### src/hw/rtl/crc8_escaped_frame_deframer_top_defines.svh
// ----------------------------------------------------------------------------
// Deframer assertion macros
// Concurrent assertion wrappers used by the deframer top level. Define
// ASSERT_OFF to compile the assertions out.
// ----------------------------------------------------------------------------
`ifndef CRC8_ESCAPED_FRAME_DEFRAMER_TOP_DEFINES_SVH
`define CRC8_ESCAPED_FRAME_DEFRAMER_TOP_DEFINES_SVH

`ifndef ASSERT_OFF
// Checks that a property holds at every clock edge outside of reset.
`define CRCEFD_ASSERT(label, clk, rst, prop) \
   label: assert property (@(posedge clk) disable iff (rst) (prop)) \
      else $error("deframer assertion failed");
// Checks that a consequent holds in the cycle after its antecedent.
`define CRCEFD_ASSERT_NEXT(label, clk, rst, ante, cons) \
   label: assert property (@(posedge clk) disable iff (rst) (ante) |=> (cons)) \
      else $error("deframer assertion failed");
`else
`define CRCEFD_ASSERT(label, clk, rst, prop)
`define CRCEFD_ASSERT_NEXT(label, clk, rst, ante, cons)
`endif

`endif

### src/hw/rtl/crcefd_pkg.sv
// ----------------------------------------------------------------------------
// Deframer package
// Frame marker codes, result kinds, beat and result types and the CRC-8
// byte update shared by the deframer modules.
// ----------------------------------------------------------------------------
`default_nettype none

package crcefd_pkg;

   // Frame markers and byte stuffing.
   localparam logic [7:0] SOF_BYTE = 8'hA5;
   localparam logic [7:0] EOF_BYTE = 8'h5A;
   localparam logic [7:0] ESC_BYTE = 8'hD0;
   localparam logic [7:0] ESC_XOR  = 8'hE0;

   // CRC-8, polynomial x^8 + x^2 + x + 1, zero init, not reflected.
   localparam logic [7:0] CRC_POLY = 8'h07;
   localparam logic [7:0] CRC_MSB  = 8'h80;

   // Reset value of the parameter count limit.
   localparam logic [7:0] MAX_PARAM_COUNT_RESET = 8'd128;

   // Number of header bytes (type and tag) ahead of the parameters, plus CRC.
   localparam int unsigned HDR_BYTES = 7;

   // Result kind carried on tuser.
   localparam logic KIND_PARAM   = 1'b0;
   localparam logic KIND_VERDICT = 1'b1;

   // Verdict status.
   localparam logic STATUS_OK     = 1'b0;
   localparam logic STATUS_REJECT = 1'b1;

   // One received beat.
   typedef struct packed {
      logic       last;
      logic [7:0] rx_byte;
   } beat_type;

   // Result payload, packed so that param_byte sits in the lowest bits.
   typedef struct packed {
      logic        status;
      logic [7:0]  param_count;
      logic [31:0] frame_tag;
      logic [15:0] frame_type;
      logic [6:0]  param_index;
      logic [7:0]  param_byte;
   } payload_type;

   // One result beat.
   typedef struct packed {
      logic        kind;
      payload_type payload;
   } rsp_type;

   // Frame tracking flags exported by the core.
   typedef struct packed {
      logic at_start;
      logic escape_pending;
   } frame_state_type;

   // Advances the CRC over one byte, one bit per step.
   function automatic logic [7:0] crc8_update(input logic [7:0] crc, input logic [7:0] data);
      logic [7:0] acc;
      acc = crc ^ data;
      for (int i = 0; i < 8; i++) begin
         if ((acc & CRC_MSB) != 8'd0) begin
            acc = {acc[6:0], 1'b0} ^ CRC_POLY;
         end else begin
            acc = {acc[6:0], 1'b0};
         end
      end
      return acc;
   endfunction

endpackage

`default_nettype wire

### src/hw/rtl/crc8_escaped_frame_deframer_top.sv
// ----------------------------------------------------------------------------
// Byte-stuffed frame deframer with CRC-8
// Checks frame markers, removes escapes, captures type and tag, forwards
// parameter bytes provisionally and closes each frame with a verdict.
// ----------------------------------------------------------------------------
// The block takes one received byte per beat and sustains one beat per clock
// cycle while the result queue has room. A beat is held in the input register,
// where the unstuffing, header capture and the CRC-8 byte update run, and its
// result is written into a two-entry result queue that drives rsp_, so a
// stalled result side holds the input only once both entries are full. There
// is no clearing pass after reset; the length limit register resets to 128 and
// is to be written through csr_ while idle; the block does not enforce this.
`default_nettype none
`include "crc8_escaped_frame_deframer_top_defines.svh"

module crc8_escaped_frame_deframer_top #(
   parameter int unsigned MAX_PARAM = 128
) (
   input  logic        clock,
   input  logic        reset,
   input  logic        req_tvalid,
   output logic        req_tready,
   input  logic [7:0]  req_tdata,   // [7:0] rx_byte
   input  logic        req_tlast,   // last
   output logic        rsp_tvalid,
   input  logic        rsp_tready,
   output logic [71:0] rsp_tdata,   // [7:0] param_byte, [14:8] param_index,
                                    // [30:15] frame_type, [62:31] frame_tag,
                                    // [70:63] param_count, [71] status
   output logic        rsp_tuser,   // [0] kind
   input  logic        csr_valid,
   output logic        csr_ready,
   input  logic [7:0]  csr_data     // [7:0] max_param_count
);
   import crcefd_pkg::*;

   logic            limit_written_ff;
   logic [7:0]      max_len_ff;
   beat_type        in_beat;
   beat_type        beat;
   logic            beat_valid;
   logic            advance;
   logic            buf_ready;
   rsp_type         result;
   logic            result_valid;
   rsp_type         head;
   frame_state_type frame_state;

   // Length limit register, always ready.
   assign csr_ready = 1'b1;

   always_ff @(posedge clock) begin
      if (reset) begin
         max_len_ff       <= MAX_PARAM_COUNT_RESET;
         limit_written_ff <= 1'b0;
      end else if (csr_valid && csr_ready) begin
         max_len_ff       <= csr_data;
         limit_written_ff <= 1'b1;
      end
   end

   assign in_beat.rx_byte = req_tdata;
   assign in_beat.last    = req_tlast;

   // The held beat moves on whenever the result queue has room.
   assign advance = beat_valid && buf_ready;

   crcefd_in_stage u_in_stage (
      .clock      (clock),
      .reset      (reset),
      .in_valid   (req_tvalid),
      .in_ready   (req_tready),
      .in_beat    (in_beat),
      .advance    (advance),
      .beat_valid (beat_valid),
      .beat       (beat)
   );

   crcefd_core #(
      .MAX_PARAM (MAX_PARAM)
   ) u_core (
      .clock           (clock),
      .reset           (reset),
      .beat            (beat),
      .fire            (advance),
      .max_param_count (max_len_ff),
      .result          (result),
      .result_valid    (result_valid),
      .frame_state     (frame_state)
   );

   crcefd_out_buf u_out_buf (
      .clock      (clock),
      .reset      (reset),
      .push       (advance && result_valid),
      .push_data  (result),
      .push_ready (buf_ready),
      .out_valid  (rsp_tvalid),
      .out_ready  (rsp_tready),
      .out_data   (head)
   );

   assign rsp_tdata = head.payload;
   assign rsp_tuser = head.kind;

   // A verdict always leaves the frame tracker waiting for an opening byte.
   `CRCEFD_ASSERT_NEXT(a_verdict_clears, clock, reset,
      advance && beat.last,
      frame_state.at_start && !frame_state.escape_pending)
   // A parameter byte is never produced for the opening byte of a frame.
   `CRCEFD_ASSERT(a_no_param_at_start, clock, reset,
      !(advance && result_valid && result.kind == KIND_PARAM && frame_state.at_start))
   // A held beat that cannot move on stays in the input register unchanged.
   `CRCEFD_ASSERT_NEXT(a_in_hold, clock, reset,
      beat_valid && !advance,
      beat_valid && $stable(beat))
   // The limit register only changes through a csr write.
   `CRCEFD_ASSERT_NEXT(a_limit_hold, clock, reset,
      !(csr_valid && csr_ready) && limit_written_ff,
      $stable(max_len_ff))

endmodule

`default_nettype wire

### src/hw/rtl/crcefd_in_stage.sv
// ----------------------------------------------------------------------------
// Deframer input stage
// Registers one received beat and releases it when the core advances.
// ----------------------------------------------------------------------------
`default_nettype none

module crcefd_in_stage (
   input  logic                clock,
   input  logic                reset,
   input  logic                in_valid,
   output logic                in_ready,
   input  crcefd_pkg::beat_type in_beat,
   input  logic                advance,
   output logic                beat_valid,
   output crcefd_pkg::beat_type beat
);
   import crcefd_pkg::*;

   logic     valid_ff;
   logic     valid_in;
   beat_type beat_ff;

   // The stage takes a new beat when empty or when its beat moves on.
   assign in_ready = !valid_ff || advance;

   always_comb begin
      valid_in = valid_ff;
      if (in_valid && in_ready) begin
         valid_in = 1'b1;
      end else if (advance) begin
         valid_in = 1'b0;
      end
   end

   always_ff @(posedge clock) begin
      if (reset) begin
         valid_ff <= 1'b0;
      end else begin
         valid_ff <= valid_in;
      end
   end

   // Payload register needs no reset.
   always_ff @(posedge clock) begin
      if (in_valid && in_ready) begin
         beat_ff <= in_beat;
      end
   end

   assign beat_valid = valid_ff;
   assign beat       = beat_ff;

endmodule

`default_nettype wire

### src/hw/rtl/crcefd_core.sv
// ----------------------------------------------------------------------------
// Deframer core
// Frame state, unstuffing, header capture, CRC-8 and the verdict for the
// beat held in the input stage.
// ----------------------------------------------------------------------------
`default_nettype none

module crcefd_core #(
   parameter int unsigned MAX_PARAM = 128
) (
   input  logic                       clock,
   input  logic                       reset,
   input  crcefd_pkg::beat_type       beat,
   input  logic                       fire,
   input  logic [7:0]                 max_param_count,
   output crcefd_pkg::rsp_type        result,
   output logic                       result_valid,
   output crcefd_pkg::frame_state_type frame_state
);
   import crcefd_pkg::*;

   localparam int unsigned FRAME_MAX = MAX_PARAM + HDR_BYTES;
   // The count saturates one above the longest legal frame.
   localparam int unsigned CNT_W     = $clog2(FRAME_MAX + 2);
   localparam int unsigned EXT_W     = CNT_W + 8;

   logic             at_start_ff, at_start_in;
   logic             escape_ff, escape_in;
   logic [CNT_W-1:0] count_ff, count_in;
   logic [7:0]       held_ff, held_in;
   logic [7:0]       crc_ff, crc_in;
   logic [15:0]      type_ff, type_in;
   logic [31:0]      tag_ff, tag_in;
   logic             reject_ff, reject_in;

   logic             take;
   logic             emit;
   logic             verdict;
   logic             rej;
   logic [7:0]       ub;
   logic [EXT_W-1:0] pos_ext;
   logic [EXT_W-1:0] idx_ext;
   logic [EXT_W-1:0] plen_ext;

   // Decode the beat against the current frame state.
   always_comb begin
      verdict  = beat.last;
      take     = !at_start_ff && !beat.last && (escape_ff || beat.rx_byte != ESC_BYTE);
      ub       = escape_ff ? (beat.rx_byte ^ ESC_XOR) : beat.rx_byte;
      pos_ext  = EXT_W'(count_ff);
      idx_ext  = pos_ext - EXT_W'(HDR_BYTES);
      emit     = take && (pos_ext >= EXT_W'(HDR_BYTES)) &&
                 (idx_ext < EXT_W'(MAX_PARAM)) && !reject_ff;
      plen_ext = (pos_ext >= EXT_W'(HDR_BYTES)) ? idx_ext : '0;
      if (plen_ext > EXT_W'(MAX_PARAM)) begin
         plen_ext = EXT_W'(MAX_PARAM);
      end
      rej = reject_ff || at_start_ff || (beat.rx_byte != EOF_BYTE) || escape_ff ||
            (pos_ext < EXT_W'(HDR_BYTES + 1)) || (pos_ext > EXT_W'(FRAME_MAX)) ||
            (crc_ff != held_ff) || (plen_ext > EXT_W'(max_param_count));
   end

   // Result for this beat.
   always_comb begin
      result.kind                = verdict ? KIND_VERDICT : KIND_PARAM;
      result.payload.param_byte  = verdict ? 8'd0 : held_ff;
      result.payload.param_index = verdict ? 7'd0 : idx_ext[6:0];
      result.payload.frame_type  = type_ff;
      result.payload.frame_tag   = tag_ff;
      result.payload.param_count = verdict ? plen_ext[7:0] : 8'd0;
      result.payload.status      = (verdict && rej) ? STATUS_REJECT : STATUS_OK;
      result_valid               = verdict || emit;
   end

   // Next frame state.
   always_comb begin
      at_start_in = at_start_ff;
      escape_in   = escape_ff;
      count_in    = count_ff;
      held_in     = held_ff;
      crc_in      = crc_ff;
      type_in     = type_ff;
      tag_in      = tag_ff;
      reject_in   = reject_ff;
      if (verdict) begin
         // Every verdict returns the frame state to idle.
         at_start_in = 1'b1;
         escape_in   = 1'b0;
         count_in    = '0;
         held_in     = 8'd0;
         crc_in      = 8'd0;
         type_in     = 16'd0;
         tag_in      = 32'd0;
         reject_in   = 1'b0;
      end else if (at_start_ff) begin
         at_start_in = 1'b0;
         if (beat.rx_byte != SOF_BYTE) begin
            reject_in = 1'b1;
         end
      end else if (!escape_ff && beat.rx_byte == ESC_BYTE) begin
         escape_in = 1'b1;
      end else begin
         // One unstuffed content byte.
         escape_in = 1'b0;
         if (pos_ext < EXT_W'(2)) begin
            type_in = {type_ff[7:0], ub};
         end else if (pos_ext < EXT_W'(6)) begin
            tag_in = {tag_ff[23:0], ub};
         end
         if (count_ff != '0) begin
            crc_in = crc8_update(crc_ff, held_ff);
         end
         held_in = ub;
         if (pos_ext <= EXT_W'(FRAME_MAX)) begin
            count_in = count_ff + CNT_W'(1);
         end
      end
   end

   always_ff @(posedge clock) begin
      if (reset) begin
         at_start_ff <= 1'b1;
         escape_ff   <= 1'b0;
         count_ff    <= '0;
         held_ff     <= 8'd0;
         crc_ff      <= 8'd0;
         type_ff     <= 16'd0;
         tag_ff      <= 32'd0;
         reject_ff   <= 1'b0;
      end else if (fire) begin
         at_start_ff <= at_start_in;
         escape_ff   <= escape_in;
         count_ff    <= count_in;
         held_ff     <= held_in;
         crc_ff      <= crc_in;
         type_ff     <= type_in;
         tag_ff      <= tag_in;
         reject_ff   <= reject_in;
      end
   end

   assign frame_state.at_start       = at_start_ff;
   assign frame_state.escape_pending = escape_ff;

endmodule

`default_nettype wire

### src/hw/rtl/crcefd_out_buf.sv
// ----------------------------------------------------------------------------
// Deframer result buffer
// Two-entry result queue that decouples the core from the result channel.
// ----------------------------------------------------------------------------
`default_nettype none

module crcefd_out_buf (
   input  logic               clock,
   input  logic               reset,
   input  logic               push,
   input  crcefd_pkg::rsp_type push_data,
   output logic               push_ready,
   output logic               out_valid,
   input  logic               out_ready,
   output crcefd_pkg::rsp_type out_data
);
   import crcefd_pkg::*;

   logic [1:0] count_ff, count_in;
   rsp_type    head_ff, head_in;
   rsp_type    tail_ff, tail_in;
   logic       pop;

   assign push_ready = (count_ff != 2'd2);
   assign out_valid  = (count_ff != 2'd0);
   assign out_data   = head_ff;
   assign pop        = out_valid && out_ready;

   // Queue update: the head always holds the oldest beat.
   always_comb begin
      count_in = count_ff;
      head_in  = head_ff;
      tail_in  = tail_ff;
      if (push && !pop) begin
         if (count_ff == 2'd0) begin
            head_in = push_data;
         end else begin
            tail_in = push_data;
         end
         count_in = count_ff + 2'd1;
      end else if (pop && !push) begin
         head_in  = tail_ff;
         count_in = count_ff - 2'd1;
      end else if (pop && push) begin
         if (count_ff == 2'd1) begin
            head_in = push_data;
         end else begin
            head_in = tail_ff;
            tail_in = push_data;
         end
      end
   end

   always_ff @(posedge clock) begin
      if (reset) begin
         count_ff <= 2'd0;
      end else begin
         count_ff <= count_in;
      end
   end

   always_ff @(posedge clock) begin
      head_ff <= head_in;
      tail_ff <= tail_in;
   end

endmodule

`default_nettype wire

### config.mk
export PLATFORM = sky130hd
export DESIGN_NAME = crc8_escaped_frame_deframer_top
export DESIGN_NICKNAME = d
export VERILOG_FILES = /design/src/hw/rtl/crcefd_pkg.sv /design/src/hw/rtl/crc8_escaped_frame_deframer_top.sv /design/src/hw/rtl/crcefd_in_stage.sv /design/src/hw/rtl/crcefd_core.sv /design/src/hw/rtl/crcefd_out_buf.sv
export VERILOG_INCLUDE_DIRS = /design/src /design/src/hw/rtl
export SDC_FILE = /design/constraint.sdc
export NUM_CORES = 1
export LEC_CHECK = 0
export ABC_AREA = 1
export BUFFER_PORTS_ARGS = -buffer_cell sky130_fd_sc_hd__buf_2
export CORE_UTILIZATION = 60
export CTS_CLUSTER_DIAMETER = 80
export CTS_CLUSTER_SIZE = 14
export DETAILED_ROUTE_END_ITERATION = 8
export GPL_ROUTABILITY_DRIVEN = 0
export PLACE_DENSITY_LB_ADDON = 0.25
export SLEW_MARGIN = 20
export SYNTH_ARGS = -nofsm -noshare
export SYNTH_HDL_FRONTEND = slang
export SYNTH_SLANG_ARGS = --single-unit
### constraint.sdc
create_clock -name clock -period 11.5 [get_ports clock]
set_input_delay 0.575 -clock clock [delete_from_list [all_inputs] [get_ports clock]]
set_output_delay 0.575 -clock clock [all_outputs]
set_load 0.1 [all_outputs]
---- Word level (Yosys, flattened, before mapping) ----
Index checks and enable logic that the tools add are counted.
word-level totals
  bits in registers ....................... 241
  output and inout port bits .............. 76
  logic and storage cells ................. 201
operators by class
  add/subtract/negate cells ............... 4
  muxes and demuxes ....................... 84
  equal/unequal tests ..................... 14
  reduce and logical (&&, ||, !) cells .... 53
  bitwise logic cells ..................... 10
  $lt $le $gt $ge ......................... 9
operators with widths
  cell                   count
  $mux W73               10
  $mux W8                42
  $mux W32               5
  $mux W16               6
  $not A3 Y3             9
  $mux W3                8
  $reduce_bool A2 Y1     10
  $gt A16 B8 Y1          1
  $gt A16 B8 Y1 const B  1
  $lt A16 B8 Y1 const B  1
  $ne A8 B8 Y1 const B   2
  $reduce_and A4 Y1      4
  $logic_and A1 B1 Y1    14
  $ne A2 B2 Y1 const B   6
  $logic_or A1 B1 Y1     10
  $mux W1                10
  $sub A8 B3 Y9 const B  1
  $add A8 B1 Y8 const B  1
  $eq A8 B8 Y1 const B   1
  $ge A8 B3 Y1 const B   1
  $gt A8 B8 Y1 const B   1
  $le A8 B8 Y1 const B   1
  $lt A8 B2 Y1 const B   1
  $lt A8 B3 Y1 const B   1
  other kinds (17)       27

---- Depth between registers and ports, before layout ----
Gate-level depths: netlist (run 1).
  word-level depth ........................ 49
  mapped depth ............................ 21
  mapped depth without buffers ............ 21

---- By module ----
From an unflattened synthesis (run 1), not the netlist that was laid out.
unflattened totals
  cell total of the unflattened synthesis .. 1,089
  area, all modules ....................... 10,508.8 sq um
by module, submodules not included
  module                           instances  cells each  sequential area each (sq um)  area each (sq um)
  crcefd_out_buf                   1          424         4,424.2                       5,705.5
  crcefd_core                      1          594         1,501.4                       4,120.2
  crc8_escaped_frame_deframer_top  1          56          160.2                         365.4
  crcefd_in_stage                  1          15          290.3                         317.8

---- Worst setup path before layout (run 1) ----
Ideal clock, no wire load.
  path kind ............................... reg2reg
  start ................................... reg u_out_buf.count_ff[0]
  end ..................................... reg u_out_buf.tail_ff[0] in the netlist's numbering (enable)
  stages on the path, launching flop included .. 8
  setup time .............................. 443 ps
  path slack .............................. 7,402 ps
  required time ........................... 11,057 ps
  path buffers ............................ 0
  data arrival time ....................... 3,655 ps
  cells stage by stage .................... dfxtp_1 -> inv_1 -> ha_1 -> inv_1 -> nand2_1 -> ha_1 -> nor2_1 -> a32o_1
RTL lines
  what                                                   line                                   RTL
  from (decl)                                            crcefd_out_buf.sv:19                   logic [1:0] count_ff, count_in;
  from (signal assigned)                                 crcefd_out_buf.sv:58                   count_ff <= count_in;
  $reduce_bool A2 Y1 *                                   crcefd_out_buf.sv:25                   assign out_valid = (count_ff != 2'd0);
  net rsp_tvalid                                         crc8_escaped_frame_deframer_top.sv:25  output logic rsp_tvalid,
  $logic_and A1 B1 Y1 *                                  crcefd_out_buf.sv:27                   assign pop = out_valid && out_ready;
  $logic_not A1 Y1                                       crcefd_out_buf.sv:34                   if (push && !pop) begin
  $logic_and A1 B1 Y1                                    crcefd_out_buf.sv:34
  $ne A2 B2 Y1 (no source line) (tied with other cells)  -
  $reduce_and A4 Y1 (no source line) *                   -
  to (signal assigned)                                   crcefd_out_buf.sv:64                   tail_ff <= tail_in;
  to (decl)                                              crcefd_out_buf.sv:21                   rsp_type tail_ff, tail_in;
Mark *: on every way through the listed nets, which the timed path passes. The rest lies on a longest branch.
A chain may end at the register's enable or synchronous reset.

==> summary.json, run 1 <==
{
  "critical_path": {
    "worstSetupStartpointType": "flop",
    "reg2regPathDepth": 12,
    "critPathCaptureType": "flop",
    "rrSetupSlack_ps": 7360,
    "worstPathArrival_ps": 4380,
    "path_cells": "inv_1, buf_4, nor2_1, inv_1, nand2_1, ha_1, a21oi_4, buf_4, inv_2, buf_4, nand2_1, nand2_1",
    "critical_path_required_ps": 11740,
    "end_of_the_worst_register_to_register_path": "u_out_buf.out_data[16]$_DFFE_PP_",
    "worst_path_max_delay_cell": "sky130_fd_sc_hd__edfxtp_1",
    "timing.critical_path.slowest_cell_delay_ps": 770,
    "timing.critical_path.fanout_max": 79,
    "classification_of_the_worst_setup_path": "flop to flop",
    "rr_startpoint": "u_in_stage.beat[8]$_DFFE_PP_"
  },
  "clocking": {
    "postCtsSetupRepairBufs": 0,
    "clkSinkCount": 241,
    "number_of_gates_given_a_new_drive_strength_after_cts": 0,
    "cts_root_buf": "sky130_fd_sc_hd__clkbuf_16",
    "cts_buffers": 21,
    "hold_buffers": 0,
    "htree_num_levels": 1,
    "worstSkewPairLatency_ps": 500,
    "clock_path_buffers": 3,
    "clk_pin_slew_worst_paths_ps": 60,
    "tritoncts": "done"
  },
  "place": {
    "dpl.hpwl_um": 12800,
    "port_buffers": 96,
    "dpl_cell_area_mm2": 0.0108
  },
  "min_path": {
    "hold_path.startpoint": "req_tdata[2]",
    "hold-path-cell-count": 1,
    "worst_hold_path.endpoint": "u_in_stage.beat[2]$_DFFE_PP_",
    "min-delay-path-class": "primary input to flop"
  },
  "route": {
    "routedWlPerCell_um": 15.1,
    "detailroute.via_count": 7257,
    "drt-initial-drc-count": 578,
    "first_pass_iters": 6,
    "postRouteAntennaNets": 0,
    "drt-total-wl_um": 20400,
    "route.detailed.vias_per_inst": 5.40,
    "number_of_drc_violations_after_detailed_routing": 0
  },
  "power_and_ir_drop": {
    "total_power_w": 0.00298,
    "max-vdd-ir-drop_mv": 0.220,
    "cellPowerDensity_mw_per_mm2": 260,
    "leakage_nw": 4.68
  },
  "die": {
    "design.core.area_mm2": 0.0166,
    "die_area_mm2": 0.0177,
    "design.portCount": 98,
    "floorplan.die.height_um": 133,
    "rows": 47,
    "initial_core_util": 0.618,
    "die_width_um": 133
  },
  "timing": {
    "tns_ps": 0,
    "setup_viol": 0,
    "finalHoldViolations": 0,
    "final-max-slew-violation-count": 0,
    "fmax_mhz": 242,
    "crit_path_time_final_ps": 4140,
    "timing.slew.headroom": 0.267,
    "period_share": 0.360,
    "worst_pin_slew_ps": 1100,
    "clock_skew_ps": 20.5,
    "unrepaired_setup_endpoints_after_global_routing": "false"
  },
  "final_layout": {
    "final_layout_size_suffix_gt1_frac": 0.154,
    "fin_area_mm2": 0.0114,
    "antenna_cells": 0,
    "design.final.nets": 1151,
    "nFillCells": 1289,
    "area_delta_synth_final_pct": 11.2
  },
  "flow_run": {
    "max_cap_violations": 0
  },
  "logic_synthesis": {
    "ys_dominant_reg_cell": "sky130_fd_sc_hd__edfxtp_1",
    "yosysWarningCount": 0,
    "seq_area_frac_synth": 0.620,
    "yosys.cell_types.count": 39,
    "syn_std_cell_area_mm2": 0.0103,
    "async_flop_share": 0,
    "synth_seq_cells": 241,
    "yosys.cell_count.top_type": "sky130_fd_sc_hd__nand2_1",
    "synth.avg_cell_area_um2": 9.90,
    "syn-num-nets": 1079,
    "synth-edff-count": 155,
    "synth_cells": 1038,
    "ys_top_cells_by_area": "sky130_fd_sc_hd__edfxtp_1 (45%), sky130_fd_sc_hd__dfxtp_1 (17%), sky130_fd_sc_hd__nand2_1 (10%), sky130_fd_sc_hd__a21oi_1 (5.6%), sky130_fd_sc_hd__inv_1 (2.8%)",
    "yosysTopAreaCellShare": 0.453,
    "post-synth-top-area-cell": "sky130_fd_sc_hd__edfxtp_1",
    "synth.top_cells.by_count": "sky130_fd_sc_hd__nand2_1 (284), sky130_fd_sc_hd__edfxtp_1 (155), sky130_fd_sc_hd__a21oi_1 (115)"
  },
  "global_routing": {
    "global_route_wire_length_before_repair_um": 33100,
    "grt_max_degree": 80,
    "track_usage": 0.234,
    "overflow": 0,
    "grt_antenna_before_repair": 0,
    "first_global_vias": 6472
  },
  "run_status": {
    "outcome": "finished, final reports clean"
  }
}
-- routing by layer --
metal  GRT usage  vias up  wire, um  share of wire
met2       0.376      228      9590           0.47
met1       0.340     3378      9180           0.45
met5           0        -         0              0
met4      0.0607        0       354          0.017
met3      0.0291       30      1220          0.060
li1            -     3621         -              -
-- kinds of logic after synthesis --
family          synth area share
compound gates            0.0813
xor+xnor                  0.0179
fa+ha+maj                 0.0231
buf+inv                   0.0563
flops                      0.620
other cells             0.000365
simple gates               0.201
-- final cells by class --
cell class,instances,area (um2),share of cell area
clock buffers,36,582,0.0509
clock inverters,2,25.0,0.00219
inverters,81,304,0.0266
multi-input cells,665,3360,0.294
flip-flops and latches,241,6380,0.558
well taps,220,275,0.0241
repair buffers,100,510,0.0447
-- through the flow --
stage / setup WS [ps] / hold slack [ps] / util / std cells
4_1_cts: 7410 / 230 / 0.687 / 1345
2_1_floorplan: 7400 / 430 / - / 1038
3_5_place_dp: 7420 / 441 / 0.650 / 1307
3_3_place_gp: 7520 / 439 / 0.650 / 1307
6_report: 7360 / 247 / 0.687 / 1345
5_1_grt: 7030 / 228 / 0.687 / 1345
-- cell usage in the layout (no fill, tap or decap), types with 3 or more instances in the layout --
cell type                   synthesis  routed
sky130_fd_sc_hd__nand4_1           15      15
sky130_fd_sc_hd__nand2_1          284     283
sky130_fd_sc_hd__nand3_1           32      32
sky130_fd_sc_hd__nand2_2           16      16
sky130_fd_sc_hd__clkbuf_1          24      15
sky130_fd_sc_hd__nor2_2             8       8
sky130_fd_sc_hd__inv_2              3       3
sky130_fd_sc_hd__nor2_4             3       3
sky130_fd_sc_hd__ha_1              19      19
sky130_fd_sc_hd__nor2_1            58      58
sky130_fd_sc_hd__xor2_1            12      12
sky130_fd_sc_hd__dfxtp_1           86      86
sky130_fd_sc_hd__inv_1             78      78
sky130_fd_sc_hd__nand2_4            3       4
sky130_fd_sc_hd__nor3_1            34      34
sky130_fd_sc_hd__buf_2             10      96
sky130_fd_sc_hd__o21ai_0           31      31
sky130_fd_sc_hd__a21oi_1          115     114
sky130_fd_sc_hd__nor3_2             5       5
sky130_fd_sc_hd__xnor2_1            9       9
sky130_fd_sc_hd__clkbuf_16          0      21
sky130_fd_sc_hd__buf_4              5       4
sky130_fd_sc_hd__edfxtp_1         155     155
-- power breakdown --
group | switching, W | leakage [nW] | internal (W) | total [W]
Clock | 0.000295 | 0.288 | 0.000346 | 0.000641
Sequential | 0.0000589 | 2.15 | 0.00113 | 0.00119
Combinational | 0.000976 | 2.24 | 0.000172 | 0.00115
-- registers in the layout (all words and copies together) (netlist names) --
name,flops
u_out_buf.out_data,73
u_out_buf.tail_ff,73
u_core.tag_ff,32
u_core.type_ff,16
u_in_stage.beat,9
max_len_ff,8
u_core.count_ff,8
u_core.crc_ff,8
u_core.held_ff,8
u_out_buf.count_ff,2
u_core.at_start_ff,1
u_core.escape_ff,1
u_core.reject_ff,1
u_in_stage.beat_valid,1
-- worst max-delay path: cells and delay by family (launching register included) --
kind	cells	cell delay (ps)
compound gates	1	130
fa+ha+maj	1	290
buf+inv	6	2150
flops	1	770
simple gates	4	420
-- how the worst max path moves through the flow --
stage                                                   from                                to  slack [ps]  depth (start not counted)
after floorplan           u_out_buf.count_ff[0]$_SDFFE_PP0P_    u_out_buf.tail_ff[0]$_DFFE_PP_        7400                          7
after global placement          u_in_stage.beat[8]$_DFFE_PP_  u_out_buf.out_data[66]$_DFFE_PP_        7520                         12
after detailed placement        u_in_stage.beat[8]$_DFFE_PP_  u_out_buf.out_data[68]$_DFFE_PP_        7420                         12
after CTS                       u_in_stage.beat[8]$_DFFE_PP_  u_out_buf.out_data[16]$_DFFE_PP_        7410                         12
after global routing            u_in_stage.beat[8]$_DFFE_PP_  u_out_buf.out_data[16]$_DFFE_PP_        7030                         12
final                           u_in_stage.beat[8]$_DFFE_PP_  u_out_buf.out_data[16]$_DFFE_PP_        7360                         12
No activity file was read; power rests on OpenSTA's default activity.
==> inputs of run 2 (changes only) <==
--- a/config.mk
+++ b/config.mk
@@ -8,7 +8,7 @@
 export LEC_CHECK = 0
 export ABC_AREA = 1
 export BUFFER_PORTS_ARGS = -buffer_cell sky130_fd_sc_hd__buf_2
-export CORE_UTILIZATION = 60
+export CORE_UTILIZATION = 59
 export CTS_CLUSTER_DIAMETER = 80
 export CTS_CLUSTER_SIZE = 14
 export DETAILED_ROUTE_END_ITERATION = 8
==> constraint.sdc (replaced) <==
create_clock -name clock -period 4 [get_ports clock]
set_input_delay 0.2 -clock clock [delete_from_list [all_inputs] [get_ports clock]]
set_output_delay 0.2 -clock clock [all_outputs]
set_load 0.1 [all_outputs]
==> summary.json, run 2 (synthesis gave the netlist of run 1 again) <==
{
  "timing": {
    "clock_skew_ps": 12.6,
    "final-max-slew-violation-count": 0,
    "finalHoldViolations": 0,
    "tns_ps": 0,
    "fmax_mhz": 331,
    "setup_viol": 0,
    "finalHoldWorstSlack_ps": 22.4,
    "period_share": 0.755,
    "crit_path_time_final_ps": 3020,
    "timing.slew.headroom": 0.467,
    "worst_pin_slew_ps": 800,
    "unrepaired_setup_endpoints_after_global_routing": "false"
  },
  "critical_path": {
    "critical_path_required_ps": 4250,
    "timing.critical_path.fanout_max": 9,
    "worstPathArrival_ps": 3270,
    "worstSetupStartpointType": "flop",
    "classification_of_the_worst_setup_path": "flop to flop",
    "critPathCaptureType": "flop"
  },
  "route": {
    "drt-initial-drc-count": 697,
    "drt-total-wl_um": 21100,
    "postRouteAntennaNets": 0,
    "route.detailed.vias_per_inst": 5.44,
    "number_of_drc_violations_after_detailed_routing": 0,
    "routedWlPerCell_um": 15.5,
    "detailroute.via_count": 7435,
    "first_pass_iters": 5
  },
  "place": {
    "dpl.hpwl_um": 13300,
    "placed_cells_incl_taps": 1312,
    "port_buffers": 96
  },
  "global_routing": {
    "grt_max_degree": 79,
    "global_route_wire_length_before_repair_um": 34500,
    "first_global_vias": 6862,
    "grt_antenna_before_repair": 0,
    "overflow": 0,
    "track_usage": 0.241
  },
  "clocking": {
    "clk_pin_slew_worst_paths_ps": 70,
    "clock_path_buffers": 3,
    "worstSkewPairLatency_ps": 490,
    "htree_num_levels": 1,
    "cts_root_buf": "sky130_fd_sc_hd__clkbuf_16",
    "clkSinkCount": 241,
    "number_of_gates_given_a_new_drive_strength_after_cts": 0,
    "cts_buffers": 21,
    "tritoncts": "done"
  },
  "min_path": {
    "min-delay-path-class": "primary input to flop"
  },
  "die": {
    "initial_core_util": 0.611,
    "rows": 47,
    "design.core.area_mm2": 0.0168,
    "die_area_mm2": 0.0180,
    "die_width_um": 134,
    "floorplan.die.height_um": 134,
    "design.portCount": 98
  },
  "final_layout": {
    "antenna_cells": 0,
    "design.final.nets": 1175,
    "most-common-layout-cells": "sky130_fd_sc_hd__nand2_1 (283), sky130_fd_sc_hd__edfxtp_1 (155), sky130_fd_sc_hd__a21oi_1 (114)",
    "area_delta_synth_final_pct": 13.5,
    "final_cells": 1366,
    "final_layout_size_suffix_gt1_frac": 0.154,
    "most_frequent_standard_cell_in_the_layout_excluding_fill_and_tap_cells": "sky130_fd_sc_hd__nand2_1",
    "nFillCells": 1291
  },
  "flow_run": {
    "max_cap_violations": 0
  },
  "power_and_ir_drop": {
    "cellPowerDensity_mw_per_mm2": 738,
    "leakage_nw": 4.79,
    "max-vdd-ir-drop_mv": 0.610,
    "total_power_w": 0.00861
  },
  "run_status": {
    "outcome": "finished, final reports clean"
  }
}
## run 2: through the flow
step                cell area (um2)  worst slack [ps]  utilization
finish                        11700               981        0.694
global route                  11700               738        0.694
CTS                           11700              1030        0.694
detailed placement            10900              1080        0.647
global placement              10900              1180        0.647
floorplan                     10300               537            -
## run 2: power breakdown
part           leakage, nW  switching [W]  internal, W  total (W)
combinational         2.35        0.00285     0.000542    0.00339
sequential            2.15       0.000161      0.00323    0.00339
clock                0.281       0.000835     0.000984    0.00182
total                 4.79        0.00385      0.00476    0.00861
## run 2: layout make-up
cell class | instances | area [um2] | area share
sequential | 241 | 6380 | 0.547
multi-input combinational | 665 | 3360 | 0.288
timing repair buffer | 124 | 763 | 0.0654
clock buffer | 34 | 574 | 0.0492
inverter | 81 | 304 | 0.0261
tap | 220 | 275 | 0.0236
clock inverter | 1 | 16.3 | 0.00139
## run 2: worst paths after layout
check	endpoint	slack, ps	depth (start not counted)	start
worst max register to register	u_out_buf.out_data[71]$_DFFE_PP_	980	21	u_core.count_ff[0]$_SDFFE_PP0P_
worst min-delay path	max_len_ff[2]$_SDFFE_PP0P_	20	3	csr_data[2]
worst min register to register	u_out_buf.tail_ff[21]$_DFFE_PP_	460	0	u_core.type_ff[6]$_SDFFE_PP0P_
worst max-delay path	u_out_buf.out_data[71]$_DFFE_PP_	980	21	u_core.count_ff[0]$_SDFFE_PP0P_
## run 2: routing by layer
metal	vias to the layer above	global-route usage	part of all wire
li1	3661	-	-
met1	3452	0.339	0.44
met2	280	0.387	0.47
met3	42	0.0336	0.067
met4	0	0.0783	0.024
met5	-	0	0
## run 2: repair_timing
item,CTS,global route
setup buffers,0,0
hold endpoints to repair,17,0
endpoints found under the setup margin,0,0
hold buffers,19,0
## run 2: worst max-delay path, cell delays in order, from the launching register on
cell and delay [ps]:
sky130_fd_sc_hd__dfxtp_1 370, sky130_fd_sc_hd__ha_1 260, sky130_fd_sc_hd__nand2_2 120, sky130_fd_sc_hd__nand2_2 110, sky130_fd_sc_hd__nor2_8 160, sky130_fd_sc_hd__nand2_4 90, sky130_fd_sc_hd__nand2_2 100, sky130_fd_sc_hd__nand2_1 60
sky130_fd_sc_hd__nor2_2 120, sky130_fd_sc_hd__nand2_2 70, sky130_fd_sc_hd__nand2_4 120, sky130_fd_sc_hd__nand2_2 80, sky130_fd_sc_hd__inv_1 60, sky130_fd_sc_hd__ha_1 230, sky130_fd_sc_hd__inv_1 60, sky130_fd_sc_hd__nor2_1 40
sky130_fd_sc_hd__o21ai_0 130, sky130_fd_sc_hd__a21boi_0 90, sky130_fd_sc_hd__o21ai_0 210, sky130_fd_sc_hd__a21oi_1 130, sky130_fd_sc_hd__nand2_1 100, sky130_fd_sc_hd__nand2_1 40
